**src/rtl/core/rau_pkg.sv**
```systemverilog
// rau_pkg: shared widths, codes and types of the rational arithmetic unit
`default_nettype none
package rau_pkg;

    // operand field width
    localparam int OPERAND_WIDTH = 16;
    // a reduced operand such as -32768/-1 needs one more bit
    localparam int RED_W   = OPERAND_WIDTH + 1;
    // result fields
    localparam int RES_W   = 32;
    // euclid and divider datapath: holds +2^31 after a quotient by -1
    localparam int DIV_W   = RES_W + 1;
    localparam int DIV_CNT_W = $clog2(DIV_W + 1);
    // product widths
    localparam int PROD_W  = 2 * RED_W;
    localparam int MUL_W   = (PROD_W > RES_W) ? PROD_W : RES_W;

    typedef enum logic [1:0] {
        OP_ADD = 2'd0,
        OP_SUB = 2'd1,
        OP_MUL = 2'd2,
        OP_DIV = 2'd3
    } t_op;

    typedef enum logic [3:0] {
        S_IDLE,
        S_GCD_TEST,
        S_GCD_WAIT,
        S_DIVN,
        S_DIVN_WAIT,
        S_DIVD,
        S_DIVD_WAIT,
        S_MUL_A,
        S_MUL_B,
        S_MUL_C,
        S_MUL_D,
        S_OUT
    } t_state;

    // which pair is under reduction
    typedef enum logic [1:0] {
        STG_A,
        STG_B,
        STG_R
    } t_stage;

    typedef struct packed {
        logic                     start;
        logic signed [DIV_W-1:0]  dividend;
        logic signed [DIV_W-1:0]  divisor;
    } t_div_req;

    typedef struct packed {
        logic                     done;
        logic signed [DIV_W-1:0]  quot;
        logic signed [DIV_W-1:0]  rem;
    } t_div_rsp;

endpackage
`default_nettype wire

```
**src/rtl/core/rau_if.sv**
```systemverilog
// rau_if: valid/ready channel interfaces for operand and result beats
`default_nettype none
interface rau_in_if;
    logic                                    valid;
    logic                                    ready;
    logic [1:0]                              op;
    logic signed [rau_pkg::OPERAND_WIDTH-1:0] a_num;
    logic signed [rau_pkg::OPERAND_WIDTH-1:0] a_den;
    logic signed [rau_pkg::OPERAND_WIDTH-1:0] b_num;
    logic signed [rau_pkg::OPERAND_WIDTH-1:0] b_den;

    modport source (output valid, op, a_num, a_den, b_num, b_den, input ready);
    modport sink   (input valid, op, a_num, a_den, b_num, b_den, output ready);
endinterface

interface rau_out_if;
    logic                             valid;
    logic                             ready;
    logic signed [rau_pkg::RES_W-1:0] res_num;
    logic signed [rau_pkg::RES_W-1:0] res_den;
    logic                             bad_gcd;

    modport source (output valid, res_num, res_den, bad_gcd, input ready);
    modport sink   (input valid, res_num, res_den, bad_gcd, output ready);
endinterface
`default_nettype wire

```
**src/rtl/core/rau_divider.sv**
```systemverilog
// rau_divider: radix-2 signed divider with truncating quotient and remainder
`default_nettype none
module rau_divider (
    input  wire logic              i_clk,
    input  wire logic              i_rst_n,
    input  wire rau_pkg::t_div_req i_req,
    output rau_pkg::t_div_rsp      o_rsp
);

    localparam int DW = rau_pkg::DIV_W;

    logic                            r_busy, n_busy;
    logic                            r_done, n_done;
    logic [rau_pkg::DIV_CNT_W-1:0]   r_cnt, n_cnt;
    logic [DW-1:0]                   r_q, n_q;
    logic [DW-1:0]                   r_r, n_r;
    logic [DW-1:0]                   r_d, n_d;
    logic                            r_qneg, n_qneg;
    logic                            r_rneg, n_rneg;

    logic [DW-1:0]                   w_abs_n, w_abs_d;
    logic [DW:0]                     w_shift, w_diff;

    // magnitudes of the operands
    assign w_abs_n = i_req.dividend[DW-1] ? DW'(-i_req.dividend) : DW'(i_req.dividend);
    assign w_abs_d = i_req.divisor[DW-1]  ? DW'(-i_req.divisor)  : DW'(i_req.divisor);

    // one restoring step
    assign w_shift = {r_r, r_q[DW-1]};
    assign w_diff  = w_shift - {1'b0, r_d};

    always_comb begin
        n_busy = r_busy;
        n_done = 1'b0;
        n_cnt  = r_cnt;
        n_q    = r_q;
        n_r    = r_r;
        n_d    = r_d;
        n_qneg = r_qneg;
        n_rneg = r_rneg;
        if (r_busy) begin
            if (!w_diff[DW]) begin
                n_r = w_diff[DW-1:0];
                n_q = {r_q[DW-2:0], 1'b1};
            end else begin
                n_r = w_shift[DW-1:0];
                n_q = {r_q[DW-2:0], 1'b0};
            end
            n_cnt = r_cnt - rau_pkg::DIV_CNT_W'(1);
            if (r_cnt == rau_pkg::DIV_CNT_W'(1)) begin
                n_busy = 1'b0;
                n_done = 1'b1;
            end
        end else if (i_req.start) begin
            n_busy = 1'b1;
            n_cnt  = rau_pkg::DIV_CNT_W'(DW);
            n_q    = w_abs_n;
            n_r    = '0;
            n_d    = w_abs_d;
            // quotient rounds toward zero, remainder follows the dividend
            n_qneg = i_req.dividend[DW-1] ^ i_req.divisor[DW-1];
            n_rneg = i_req.dividend[DW-1];
        end
    end

    // control registers
    always_ff @(posedge i_clk) begin
        if (!i_rst_n) begin
            r_busy <= 1'b0;
            r_done <= 1'b0;
            r_cnt  <= '0;
        end else begin
            r_busy <= n_busy;
            r_done <= n_done;
            r_cnt  <= n_cnt;
        end
    end

    // datapath registers
    always_ff @(posedge i_clk) begin
        r_q    <= n_q;
        r_r    <= n_r;
        r_d    <= n_d;
        r_qneg <= n_qneg;
        r_rneg <= n_rneg;
    end

    // signed results
    assign o_rsp.done = r_done;
    assign o_rsp.quot = r_qneg ? -signed'(r_q) : signed'(r_q);
    assign o_rsp.rem  = r_rneg ? -signed'(r_r) : signed'(r_r);

endmodule
`default_nettype wire

```
**src/rtl/core/rational_arithmetic_unit.sv**
```systemverilog
// rational_arithmetic_unit: reduced add, subtract, multiply and divide of two fractions
//
//   channel  dir  handshake     payload
//   i_in     in   valid/ready   op, a_num, a_den, b_num, b_den
//   o_out    out  valid/ready   res_num, res_den, bad_gcd
//
// one item at a time: i_in.ready is high only while the unit is idle
// every remainder and every reduction quotient comes from the shared divider
// cross products take turns on one shared multiplier
// the result beat is held on o_out until taken; synchronous active-low reset to idle
`default_nettype none
module rational_arithmetic_unit (
    input  wire logic  i_clk,
    input  wire logic  i_rst_n,
    rau_in_if.sink     i_in,
    rau_out_if.source  o_out
);

    localparam int W  = rau_pkg::OPERAND_WIDTH;
    localparam int RW = rau_pkg::RED_W;
    localparam int DW = rau_pkg::DIV_W;
    localparam int OW = rau_pkg::RES_W;

    rau_pkg::t_state  r_state, n_state;
    rau_pkg::t_stage  r_stage, n_stage;
    logic             r_bad, n_bad;

    rau_pkg::t_op             r_op, n_op;
    logic signed [W-1:0]      r_bn_in, n_bn_in;
    logic signed [W-1:0]      r_bd_in, n_bd_in;
    logic signed [DW-1:0]     r_x, n_x;
    logic signed [DW-1:0]     r_y, n_y;
    logic signed [DW-1:0]     r_n, n_n;
    logic signed [DW-1:0]     r_d, n_d;
    logic signed [DW-1:0]     r_g, n_g;
    logic signed [RW-1:0]     r_an, n_an;
    logic signed [RW-1:0]     r_ad, n_ad;
    logic signed [RW-1:0]     r_bn, n_bn;
    logic signed [RW-1:0]     r_bd, n_bd;
    logic signed [OW-1:0]     r_prod, n_prod;
    logic signed [OW-1:0]     r_acc, n_acc;

    rau_pkg::t_div_req        div_req;
    rau_pkg::t_div_rsp        div_rsp;

    logic signed [RW-1:0]                 m_a, m_b;
    logic signed [rau_pkg::PROD_W-1:0]    w_prod_full;
    logic signed [rau_pkg::MUL_W-1:0]     w_prod_ext;
    logic signed [OW-1:0]                 w_prod;
    logic signed [OW-1:0]                 w_sum;

    // shared divider for remainders and reductions
    rau_divider u_div (
        .i_clk   (i_clk),
        .i_rst_n (i_rst_n),
        .i_req   (div_req),
        .o_rsp   (div_rsp)
    );

    // multiplier operand select
    always_comb begin
        case (r_state)
            rau_pkg::S_MUL_A: begin
                m_a = r_an;
                m_b = (r_op == rau_pkg::OP_MUL) ? r_bn : r_bd;
            end
            rau_pkg::S_MUL_B: begin
                m_a = r_bn;
                m_b = r_ad;
            end
            rau_pkg::S_MUL_C: begin
                m_a = r_ad;
                m_b = (r_op == rau_pkg::OP_DIV) ? r_bn : r_bd;
            end
            default: begin
                m_a = '0;
                m_b = '0;
            end
        endcase
    end

    // product wraps to the result width
    assign w_prod_full = rau_pkg::PROD_W'(m_a) * rau_pkg::PROD_W'(m_b);
    assign w_prod_ext  = rau_pkg::MUL_W'(w_prod_full);
    assign w_prod      = w_prod_ext[OW-1:0];

    // numerator combine
    always_comb begin
        unique case (r_op) inside
            rau_pkg::OP_ADD:                 w_sum = r_acc + r_prod;
            rau_pkg::OP_SUB:                 w_sum = r_acc - r_prod;
            rau_pkg::OP_MUL, rau_pkg::OP_DIV: w_sum = r_acc;
        endcase
    end

    // sequencer
    always_comb begin
        n_state = r_state;
        n_stage = r_stage;
        n_bad   = r_bad;
        n_op    = r_op;
        n_bn_in = r_bn_in;
        n_bd_in = r_bd_in;
        n_x     = r_x;
        n_y     = r_y;
        n_n     = r_n;
        n_d     = r_d;
        n_g     = r_g;
        n_an    = r_an;
        n_ad    = r_ad;
        n_bn    = r_bn;
        n_bd    = r_bd;
        n_prod  = r_prod;
        n_acc   = r_acc;
        div_req = '0;
        unique case (r_state)
            rau_pkg::S_IDLE: begin
                if (i_in.valid) begin
                    n_op    = rau_pkg::t_op'(i_in.op);
                    n_x     = DW'(i_in.a_num);
                    n_y     = DW'(i_in.a_den);
                    n_n     = DW'(i_in.a_num);
                    n_d     = DW'(i_in.a_den);
                    n_bn_in = i_in.b_num;
                    n_bd_in = i_in.b_den;
                    n_stage = rau_pkg::STG_A;
                    n_bad   = 1'b0;
                    n_state = rau_pkg::S_GCD_TEST;
                end
            end
            // euclid: stop when the divisor reaches zero
            rau_pkg::S_GCD_TEST: begin
                if (r_y == '0) begin
                    n_g = r_x;
                    if (r_x == '0) begin
                        n_bad   = 1'b1;
                        n_state = rau_pkg::S_OUT;
                    end else begin
                        n_state = rau_pkg::S_DIVN;
                    end
                end else begin
                    div_req.start    = 1'b1;
                    div_req.dividend = r_x;
                    div_req.divisor  = r_y;
                    n_state          = rau_pkg::S_GCD_WAIT;
                end
            end
            rau_pkg::S_GCD_WAIT: begin
                if (div_rsp.done) begin
                    n_x     = r_y;
                    n_y     = div_rsp.rem;
                    n_state = rau_pkg::S_GCD_TEST;
                end
            end
            // numerator over gcd
            rau_pkg::S_DIVN: begin
                div_req.start    = 1'b1;
                div_req.dividend = r_n;
                div_req.divisor  = r_g;
                n_state          = rau_pkg::S_DIVN_WAIT;
            end
            rau_pkg::S_DIVN_WAIT: begin
                if (div_rsp.done) begin
                    n_n     = div_rsp.quot;
                    n_state = rau_pkg::S_DIVD;
                end
            end
            // denominator over gcd
            rau_pkg::S_DIVD: begin
                div_req.start    = 1'b1;
                div_req.dividend = r_d;
                div_req.divisor  = r_g;
                n_state          = rau_pkg::S_DIVD_WAIT;
            end
            rau_pkg::S_DIVD_WAIT: begin
                if (div_rsp.done) begin
                    n_d = div_rsp.quot;
                    unique case (r_stage)
                        rau_pkg::STG_A: begin
                            n_an    = r_n[RW-1:0];
                            n_ad    = div_rsp.quot[RW-1:0];
                            n_n     = DW'(r_bn_in);
                            n_d     = DW'(r_bd_in);
                            n_x     = DW'(r_bn_in);
                            n_y     = DW'(r_bd_in);
                            n_stage = rau_pkg::STG_B;
                            n_state = rau_pkg::S_GCD_TEST;
                        end
                        rau_pkg::STG_B: begin
                            n_bn    = r_n[RW-1:0];
                            n_bd    = div_rsp.quot[RW-1:0];
                            n_state = rau_pkg::S_MUL_A;
                        end
                        rau_pkg::STG_R: begin
                            n_state = rau_pkg::S_OUT;
                        end
                        default: begin
                            n_state = rau_pkg::S_IDLE;
                        end
                    endcase
                end
            end
            // cross products, one per cycle
            rau_pkg::S_MUL_A: begin
                n_prod  = w_prod;
                n_state = rau_pkg::S_MUL_B;
            end
            rau_pkg::S_MUL_B: begin
                n_acc   = r_prod;
                n_prod  = w_prod;
                n_state = rau_pkg::S_MUL_C;
            end
            rau_pkg::S_MUL_C: begin
                n_n     = DW'(w_sum);
                n_prod  = w_prod;
                n_state = rau_pkg::S_MUL_D;
            end
            rau_pkg::S_MUL_D: begin
                n_d     = DW'(r_prod);
                n_x     = r_n;
                n_y     = DW'(r_prod);
                n_stage = rau_pkg::STG_R;
                n_state = rau_pkg::S_GCD_TEST;
            end
            rau_pkg::S_OUT: begin
                if (o_out.ready) begin
                    n_state = rau_pkg::S_IDLE;
                end
            end
            default: begin
                n_state = rau_pkg::S_IDLE;
            end
        endcase
    end

    // state registers
    always_ff @(posedge i_clk) begin
        if (!i_rst_n) begin
            r_state <= rau_pkg::S_IDLE;
            r_stage <= rau_pkg::STG_A;
            r_bad   <= 1'b0;
        end else begin
            r_state <= n_state;
            r_stage <= n_stage;
            r_bad   <= n_bad;
        end
    end

    // datapath registers
    always_ff @(posedge i_clk) begin
        r_op    <= n_op;
        r_bn_in <= n_bn_in;
        r_bd_in <= n_bd_in;
        r_x     <= n_x;
        r_y     <= n_y;
        r_n     <= n_n;
        r_d     <= n_d;
        r_g     <= n_g;
        r_an    <= n_an;
        r_ad    <= n_ad;
        r_bn    <= n_bn;
        r_bd    <= n_bd;
        r_prod  <= n_prod;
        r_acc   <= n_acc;
    end

    // channel outputs
    assign i_in.ready    = (r_state == rau_pkg::S_IDLE);
    assign o_out.valid   = (r_state == rau_pkg::S_OUT);
    assign o_out.res_num = r_bad ? '0 : r_n[OW-1:0];
    assign o_out.res_den = r_bad ? '0 : r_d[OW-1:0];
    assign o_out.bad_gcd = r_bad;

    // accepting a beat closes the input until the result is taken
    a_accept_closes: assert property (@(posedge i_clk) disable iff (!i_rst_n)
        (i_in.valid && i_in.ready) |=> !i_in.ready)
        else $error("input still ready after an accepted beat");

    // input and output sides never open together
    a_one_side: assert property (@(posedge i_clk) disable iff (!i_rst_n)
        !(i_in.ready && o_out.valid))
        else $error("input ready while a result beat is pending");

    // divider answers only while the sequencer waits for it
    a_div_done_wait: assert property (@(posedge i_clk) disable iff (!i_rst_n)
        div_rsp.done |-> (r_state == rau_pkg::S_GCD_WAIT ||
                          r_state == rau_pkg::S_DIVN_WAIT ||
                          r_state == rau_pkg::S_DIVD_WAIT))
        else $error("divider finished outside a wait state");

endmodule
`default_nettype wire

```
**src/flat_wrapper.sv**
```systemverilog
// flat-port wrapper written by rule: the top's interface ports become plain ports
module rational_arithmetic_unit_flat 
  (i_clk, i_rst_n, i_in_valid, i_in_op, i_in_a_num, i_in_a_den, i_in_b_num, i_in_b_den, i_in_ready, o_out_valid, o_out_res_num, o_out_res_den, o_out_bad_gcd, o_out_ready);
  rau_in_if i_in_i ();
  rau_out_if o_out_i ();
  input  wire logic i_clk;
  input  wire logic i_rst_n;
  input wire logic [$bits(i_in_i.valid)-1:0] i_in_valid;
  input wire logic [$bits(i_in_i.op)-1:0] i_in_op;
  input wire logic [$bits(i_in_i.a_num)-1:0] i_in_a_num;
  input wire logic [$bits(i_in_i.a_den)-1:0] i_in_a_den;
  input wire logic [$bits(i_in_i.b_num)-1:0] i_in_b_num;
  input wire logic [$bits(i_in_i.b_den)-1:0] i_in_b_den;
  output wire logic [$bits(i_in_i.ready)-1:0] i_in_ready;
  output wire logic [$bits(o_out_i.valid)-1:0] o_out_valid;
  output wire logic [$bits(o_out_i.res_num)-1:0] o_out_res_num;
  output wire logic [$bits(o_out_i.res_den)-1:0] o_out_res_den;
  output wire logic [$bits(o_out_i.bad_gcd)-1:0] o_out_bad_gcd;
  input wire logic [$bits(o_out_i.ready)-1:0] o_out_ready;
  assign i_in_i.valid = i_in_valid;
  assign i_in_i.op = i_in_op;
  assign i_in_i.a_num = i_in_a_num;
  assign i_in_i.a_den = i_in_a_den;
  assign i_in_i.b_num = i_in_b_num;
  assign i_in_i.b_den = i_in_b_den;
  assign i_in_ready = i_in_i.ready;
  assign o_out_valid = o_out_i.valid;
  assign o_out_res_num = o_out_i.res_num;
  assign o_out_res_den = o_out_i.res_den;
  assign o_out_bad_gcd = o_out_i.bad_gcd;
  assign o_out_i.ready = o_out_ready;
  rational_arithmetic_unit u_core (.i_clk(i_clk), .i_rst_n(i_rst_n), .i_in(i_in_i), .o_out(o_out_i));
endmodule
```
**config.mk**
```make
export PLATFORM = sky130hd
export DESIGN_NAME = rational_arithmetic_unit_flat
export DESIGN_NICKNAME = d
export VERILOG_FILES = /design/src/rtl/core/rau_pkg.sv /design/src/rtl/core/rau_if.sv /design/src/rtl/core/rau_divider.sv /design/src/rtl/core/rational_arithmetic_unit.sv /design/src/flat_wrapper.sv
export SDC_FILE = /design/constraint.sdc
export NUM_CORES = 2
export LEC_CHECK = 0
export BUFFER_PORTS_ARGS = -buffer_cell sky130_fd_sc_hd__buf_2
export CORE_ASPECT_RATIO = 0.5
export CORE_MARGIN = 2
export CORE_UTILIZATION = 35
export CTS_CLUSTER_SIZE = 12
export DETAILED_ROUTE_END_ITERATION = 8
export GPL_ROUTABILITY_DRIVEN = 0
export GPL_TIMING_DRIVEN = 0
export PLACE_DENSITY = 0.59
export SYNTH_ARGS = -nofsm -noshare
export SYNTH_HDL_FRONTEND = slang
export SYNTH_HIERARCHICAL = 1
export SYNTH_SLANG_ARGS = --single-unit
```
**constraint.sdc**
```tcl
create_clock -name i_clk -period 11.4 [get_ports i_clk]
set_input_delay 2.85 -clock i_clk [delete_from_list [all_inputs] [get_ports i_clk]]
set_output_delay 2.85 -clock i_clk [all_outputs]
set_load 0.005 [all_outputs]
```
* Word-level counts from Yosys, hierarchy flattened
Cells that the tools add are included.
W data, S select, Z words.
** Operators by class
- $add $sub $neg :: 8
- Multipliers :: 1
- Eq/ne operators :: 25
- Mux-type cells :: 57
- Bitwise logic cells :: 2
- Reductions and logical operators :: 24
** Operator list (count)
- $mux W33 :: 19
- $pmux W33 S4 :: 3
- $pmux W67 S3 :: 1
- $neg A33 Y33 :: 4
- $pmux W17 S3 :: 2
- $pmux W33 S3 :: 1
- $mux W32 :: 3
- $pmux W32 S3 :: 1
- $mux W67 :: 1
- $logic_not A33 Y1 :: 2
- $pmux W4 S12 :: 1
- $mux W17 :: 2
- $sub A34 B33 Y34 :: 1
- $add A32 B32 Y32 :: 1
- $mul A17 B17 Y32 :: 1
- $sub A32 B32 Y32 :: 1
- $mux W4 :: 7
- $eq A4 B3 Y1 const B :: 4
- $eq A4 B4 Y1 const B :: 4
- $reduce_and A5 Y1 :: 3
- $mux W6 :: 2
- $pmux W4 S3 :: 1
- $reduce_and A3 Y1 :: 3
- $eq A4 B2 Y1 const B :: 2
- other kinds (22) :: 47
** Storage, ports and cells
- Register bits after elaboration :: 447
- Bits of input ports :: 70
- Output and inout port bits :: 67
- Logic and storage cells :: 143

* Longest topological paths before layout
- Depth after elaboration :: 7
- Depth in mapped cells :: 33
- Gate-level depth less buffers :: 28

* Modules after synthesis
The synthesis kept the hierarchy.
** By module, submodules not included
- rational_arithmetic_unit :: times used 1, cells an instance 2700, area an instance 27905.5 um^2, seq. area each 10079.7 um^2
- rau_divider :: times used 1, cells an instance 953, area an instance 8620.8 um^2, seq. area each 3193.1 um^2

* Least setup slack after synthesis
Ideal clock, no wire load.
- Path kind :: flip-flop to flip-flop
- Start point :: register u_core.r_state[2]
- End point :: register u_core.r_prod[31], data pin
- Arrival :: 8.172 ns
- Data required time :: 11.140 ns
- Setup slack :: 2.968 ns
- Stages on the path, launching flop included :: 31
- Path through :: dfxtp_1 clkbuf_1 nand2b_1 clkbuf_1 nor3_1 clkbuf_1 buf_1 a21oi_1 clkbuf_1 nor2_1 fa_1 inv_1 fa_1 fa_1 inv_1 ha_1 fa_1 inv_1 fa_1 inv_1 ha_1 a21o_1 a21o_1 a2111oi_0 o21ai_0 a41o_1 nand3_1 nand3_1 a31oi_1 o21ai_0 xnor2_1
** Between the ends
- Longest elaborated chain between the ends :: 3
- Elaborated cells on any way between the ends :: 6
** Ends and longest elaborated chain
- start, declared :: line rational_arithmetic_unit.sv:24 : rau_pkg::t_state r_state, n_state;
- start signal, assigned :: line rational_arithmetic_unit.sv:239 : r_state <= rau_pkg::S_IDLE;
- start signal, assigned :: line rational_arithmetic_unit.sv:243 : r_state <= n_state;
- $eq A4 B4 Y1 or $eq A4 B3 Y1 (tied branches) :: line rational_arithmetic_unit.sv:62 : case (r_state)
- $pmux W17 S3 :: line rational_arithmetic_unit.sv:62
- $mul A17 B17 Y32 (*) :: line rational_arithmetic_unit.sv:83 : assign w_prod_full = rau_pkg::PROD_W'(m_a) * rau_pkg::PROD_W'(m_b);
- via u_core.w_prod_ext (one bit) :: line rational_arithmetic_unit.sv:48 : logic signed [rau_pkg::MUL_W-1:0] w_prod_ext;
- end signal, assigned :: line rational_arithmetic_unit.sv:263 : r_prod <= n_prod;
- end, declared :: line rational_arithmetic_unit.sv:40 : logic signed [OW-1:0] r_prod, n_prod;
Mark *: on every way through the listed nets, which the timed path passes. The rest lies on a longest branch.
A chain may end at the register's enable or synchronous reset.

* Worst setup path in the final report
- Start point :: register u_core.r_state[2]
- End point :: register u_core.r_prod[30], data pin
Same word-level chain as after synthesis.

==> results_dict.tcl <==
set metrics [dict create \
    status "finished with violations" \
    violations "DRC, capacitance limit, slew limit" \
    holdWs_ps 483.0 \
    wl_per_cell_um 22.97 \
    post_cts_buffers 0 \
    cp.required_ps 11800 \
    clk_pin_slew_ps 70 \
    rsz0062_at_grt "false" \
    grt_overflow 0 \
    period_needed_ps 10700 \
    ys_seq_elements 447 \
    r2r-end "u_core/r_prod[30]$_DFFE_PN_" \
    htreeDepth 2 \
    routed_wl_um 121700 \
    synth-main-ff-cell "edfxtp_1" \
    skew_ps 29.29 \
    drive_above_1_share_pct 7.775 \
    cp_slowest_stage_delay_ps 1120 \
    cp-start-kind "flop" \
    cts.sinks 447 \
    ant_nets 0 \
    grt_max_degree 37 \
    grt_first_pass_wirelength_um 180700 \
    antenna_found_initial 2 \
    leakage_uw 0.01666 \
    postCtsResizedCells 0 \
    num-fill-cells 10150 \
    slew_headroom_pct -4.128 \
    area_delta_synth_final_pct 11.78 \
    fp.dieH_um 232.4 \
    setup_viol 0 \
    drc_errors 22 \
    powerDensity_nw_per_um2 232.1 \
    cap_violations 1 \
    numCtsBuffers 51 \
    fmax_mhz 93.49 \
    ys_seq_area_share_pct 36.34 \
    num-nets-final 4368 \
    setup_tns_ps 0 \
    via_per_inst 5.547 \
    cts_tree "yes" \
    critPathKind "flop to flop" \
    die_w_um 460.9 \
    grt_pass1_vias 29050 \
    use_met1_pct 29.77 \
    multi_input_area_um2 20900 \
    grt.total_usage_pct 22.32 \
    hold-path-endpoint "u_core/u_div/r_cnt[5]$_SDFFE_PN0P_" \
    min-delay-start "u_core/u_div/r_cnt[5]$_SDFFE_PN0P_" \
    vdd_drop_max_uv 140.8 \
    grtUsageMet3_pct 3.442 \
    slew_viol_final 8 \
    ys_warn_count 6 \
    use_met2_pct 36.63 \
    hold_path_class "flop to flop" \
    synth_area_um2 36530 \
    synth-async-reset-ratio_pct 0 \
    tightest_slew_ps 1550 \
    ys_types 93 \
    crit_path_top_delay_cell "a21oi_1" \
    crit_top_cell "fa_1" \
    vias 29410 \
    synth-edff-count 432 \
    hold_violations 0 \
    ff_latch_area_um2 13270 \
    syn_avg_cell_area_um2 9.999 \
    r2r-start "u_core/r_state[2]$_SDFFE_PN0P_" \
    worstPathMaxFanout 10 \
    instances_no_fill 5301 \
    endpoint_kind "flop" \
    syn-num-nets 4165 \
    dp_cells 5205 \
    start_util_pct 35.46 \
    r2r_slack_ps 700 \
    whs_path_depth 1 \
    drtIter0Drc 3513 \
    pin_count 137 \
    fin_crit_sh_pct 93.83 \
    portBuffers 136 \
    core_um2 103000 \
    firstDrtPassIters 9 \
    busiest_layer "met2" \
    dp_hpwl_um 97700 \
    cts-hold-fix-buffers 0 \
    rows 83 \
    ff2ff_path_depth 28 \
    syn_inst 3653 \
    insertion_delay_ps 620 \
    root_buffer "clkbuf_16" \
    cts.path.max_buffers 3 \
    die_area_um2 107100 \
    cp.arrival_ps 11090 \
]
## worst max-delay path: cells and delay by family (launching register included)
family,cells,cell delay (ps)
buf+inv,8,2000
fa+ha+maj,7,3520
simple gates,4,1180
flops,1,310
compound gates,9,3440
## kinds of logic after synthesis
| kind of cell | count (synthesis) | share of synthesized area (%) |
|---|---|---|
| adders and majority gates | 442 | 20.98 |
| AOI/OAI and AO/OA | 766 | 14.58 |
| muxes | 65 | 1.795 |
| buffers and inverters | 623 | 6.587 |
| xor gates and xnor gates | 242 | 5.854 |
| DFF | 447 | 36.34 |
| and+or+nand+nor | 1068 | 13.87 |
## stage by stage
stage	setup WS, ps	util [%]	total power, µW	area (µm²)
final	703.6	39.63	9478	40830
after global placement	105.3	37.82	7623	38960
after detailed placement	939.7	38.09	7728	39240
after CTS	898.2	39.63	9354	40820
after global routing	473.2	39.63	9927	40820
after floorplan	2968	-	6057	36530
## layout make-up
type	instances	share of cell area (%)
antenna	2	0.01226
buffer	168	1.713
clock buffer	59	3.199
clock inverter	35	0.6834
inverter	455	4.183
multi-input combinational	2583	51.20
sequential	447	32.51
tap	1402	4.296
timing repair buffer	150	2.206
## worst max-delay path by stage
stage	end	depth (start not counted)	start	slack [ps]
finish	u_core/r_prod[30]$_DFFE_PN_	28	u_core/r_state[2]$_SDFFE_PN0P_	700
global route	u_core/r_prod[30]$_DFFE_PN_	28	u_core/r_state[2]$_SDFFE_PN0P_	470
global placement	u_core/r_prod[28]$_DFFE_PN_	28	u_core/r_state[2]$_SDFFE_PN0P_	110
CTS	u_core/r_prod[30]$_DFFE_PN_	28	u_core/r_state[2]$_SDFFE_PN0P_	900
floorplan	u_core/r_prod[31]$_DFFE_PN_	30	u_core/r_state[2]$_SDFFE_PN0P_	2970
detailed placement	u_core/r_prod[30]$_DFFE_PN_	28	u_core/r_state[2]$_SDFFE_PN0P_	940
## sequential cells by signal, summed over array words and instances, names as in the netlist, 2 cells and up
name	count
u_core/r_ad	17
u_core/r_bn	17
u_core/r_state	4
u_core/r_y	33
u_core/u_div/r_q	33
u_core/u_div/r_d	33
u_core/r_stage	2
u_core/r_bd	17
u_core/r_x	33
u_core/r_an	17
u_core/r_d	33
u_core/u_div/r_r	33
u_core/u_div/r_cnt	6
u_core/r_acc	32
u_core/r_n	33
u_core/r_bd_in	16
u_core/r_bn_in	16
u_core/r_op	2
u_core/r_prod	32
u_core/r_g	33
## report_power, final
group          switching (µW)  internal [µW]  total (µW)  leakage (µW)
registers                 639           2630        3270       0.00413
clock network             703            893        1600      0.000778
logic                    2950           1660        4610        0.0117
## synth_stat cells, types with 7 or more instances
library cell	number	share of area, %
and2_1	24	0.41
o41ai_1	22	0.53
or2_2	25	0.43
a22o_1	49	1.2
clkbuf_1	141	1.4
nor4_1	25	0.43
nor2_1	303	3.1
o21a_1	18	0.37
o21ai_0	179	2.5
nand3_1	75	1.0
nor2b_1	91	1.6
or3_1	26	0.45
nand4_1	11	0.19
o211ai_1	23	0.47
ha_1	158	5.4
xor2_1	70	1.7
o2111ai_1	7	0.17
a21o_1	43	0.88
xnor2_1	171	4.1
a222oi_1	50	1.4
a21oi_1	147	2.0
a221o_1	38	1.0
o21bai_1	12	0.25
dfxtp_1	15	0.82
or4_1	14	0.29
a211oi_1	18	0.37
a221oi_1	12	0.29
nand2b_1	37	0.63
o31ai_1	41	0.84
nor3_1	39	0.53
fa_1	284	16
and3_1	9	0.15
a31oi_1	11	0.19
o22ai_1	19	0.33
a22oi_1	34	0.70
inv_1	454	4.7
mux2i_1	61	1.7
buf_1	15	0.15
edfxtp_1	432	36
nand2_1	348	3.6
## routing by layer
| layer | routed length, µm | vias up |
|---|---|---|
| met3 | 10030 | 271 |
| met2 | 56540 | 1378 |
| met4 | 4990 | 2 |
| li1 | - | 13150 |
| met1 | 50170 | 14610 |
| met5 | 13 | - |
## placed cells by master, fill, tap and decap left out, drive strengths merged, types with 50 or more instances in the layout
cell type	count
a222oi	50
nor2	304
buf	172
fa	284
mux2i	61
clkbuf	205
o21ai	182
nor2b	91
edfxtp	432
ha	158
nand2	349
xnor2	172
inv	459
xor2	70
a21oi	147
nand3	75
Note: power is estimated with default switching activity, not from simulation.
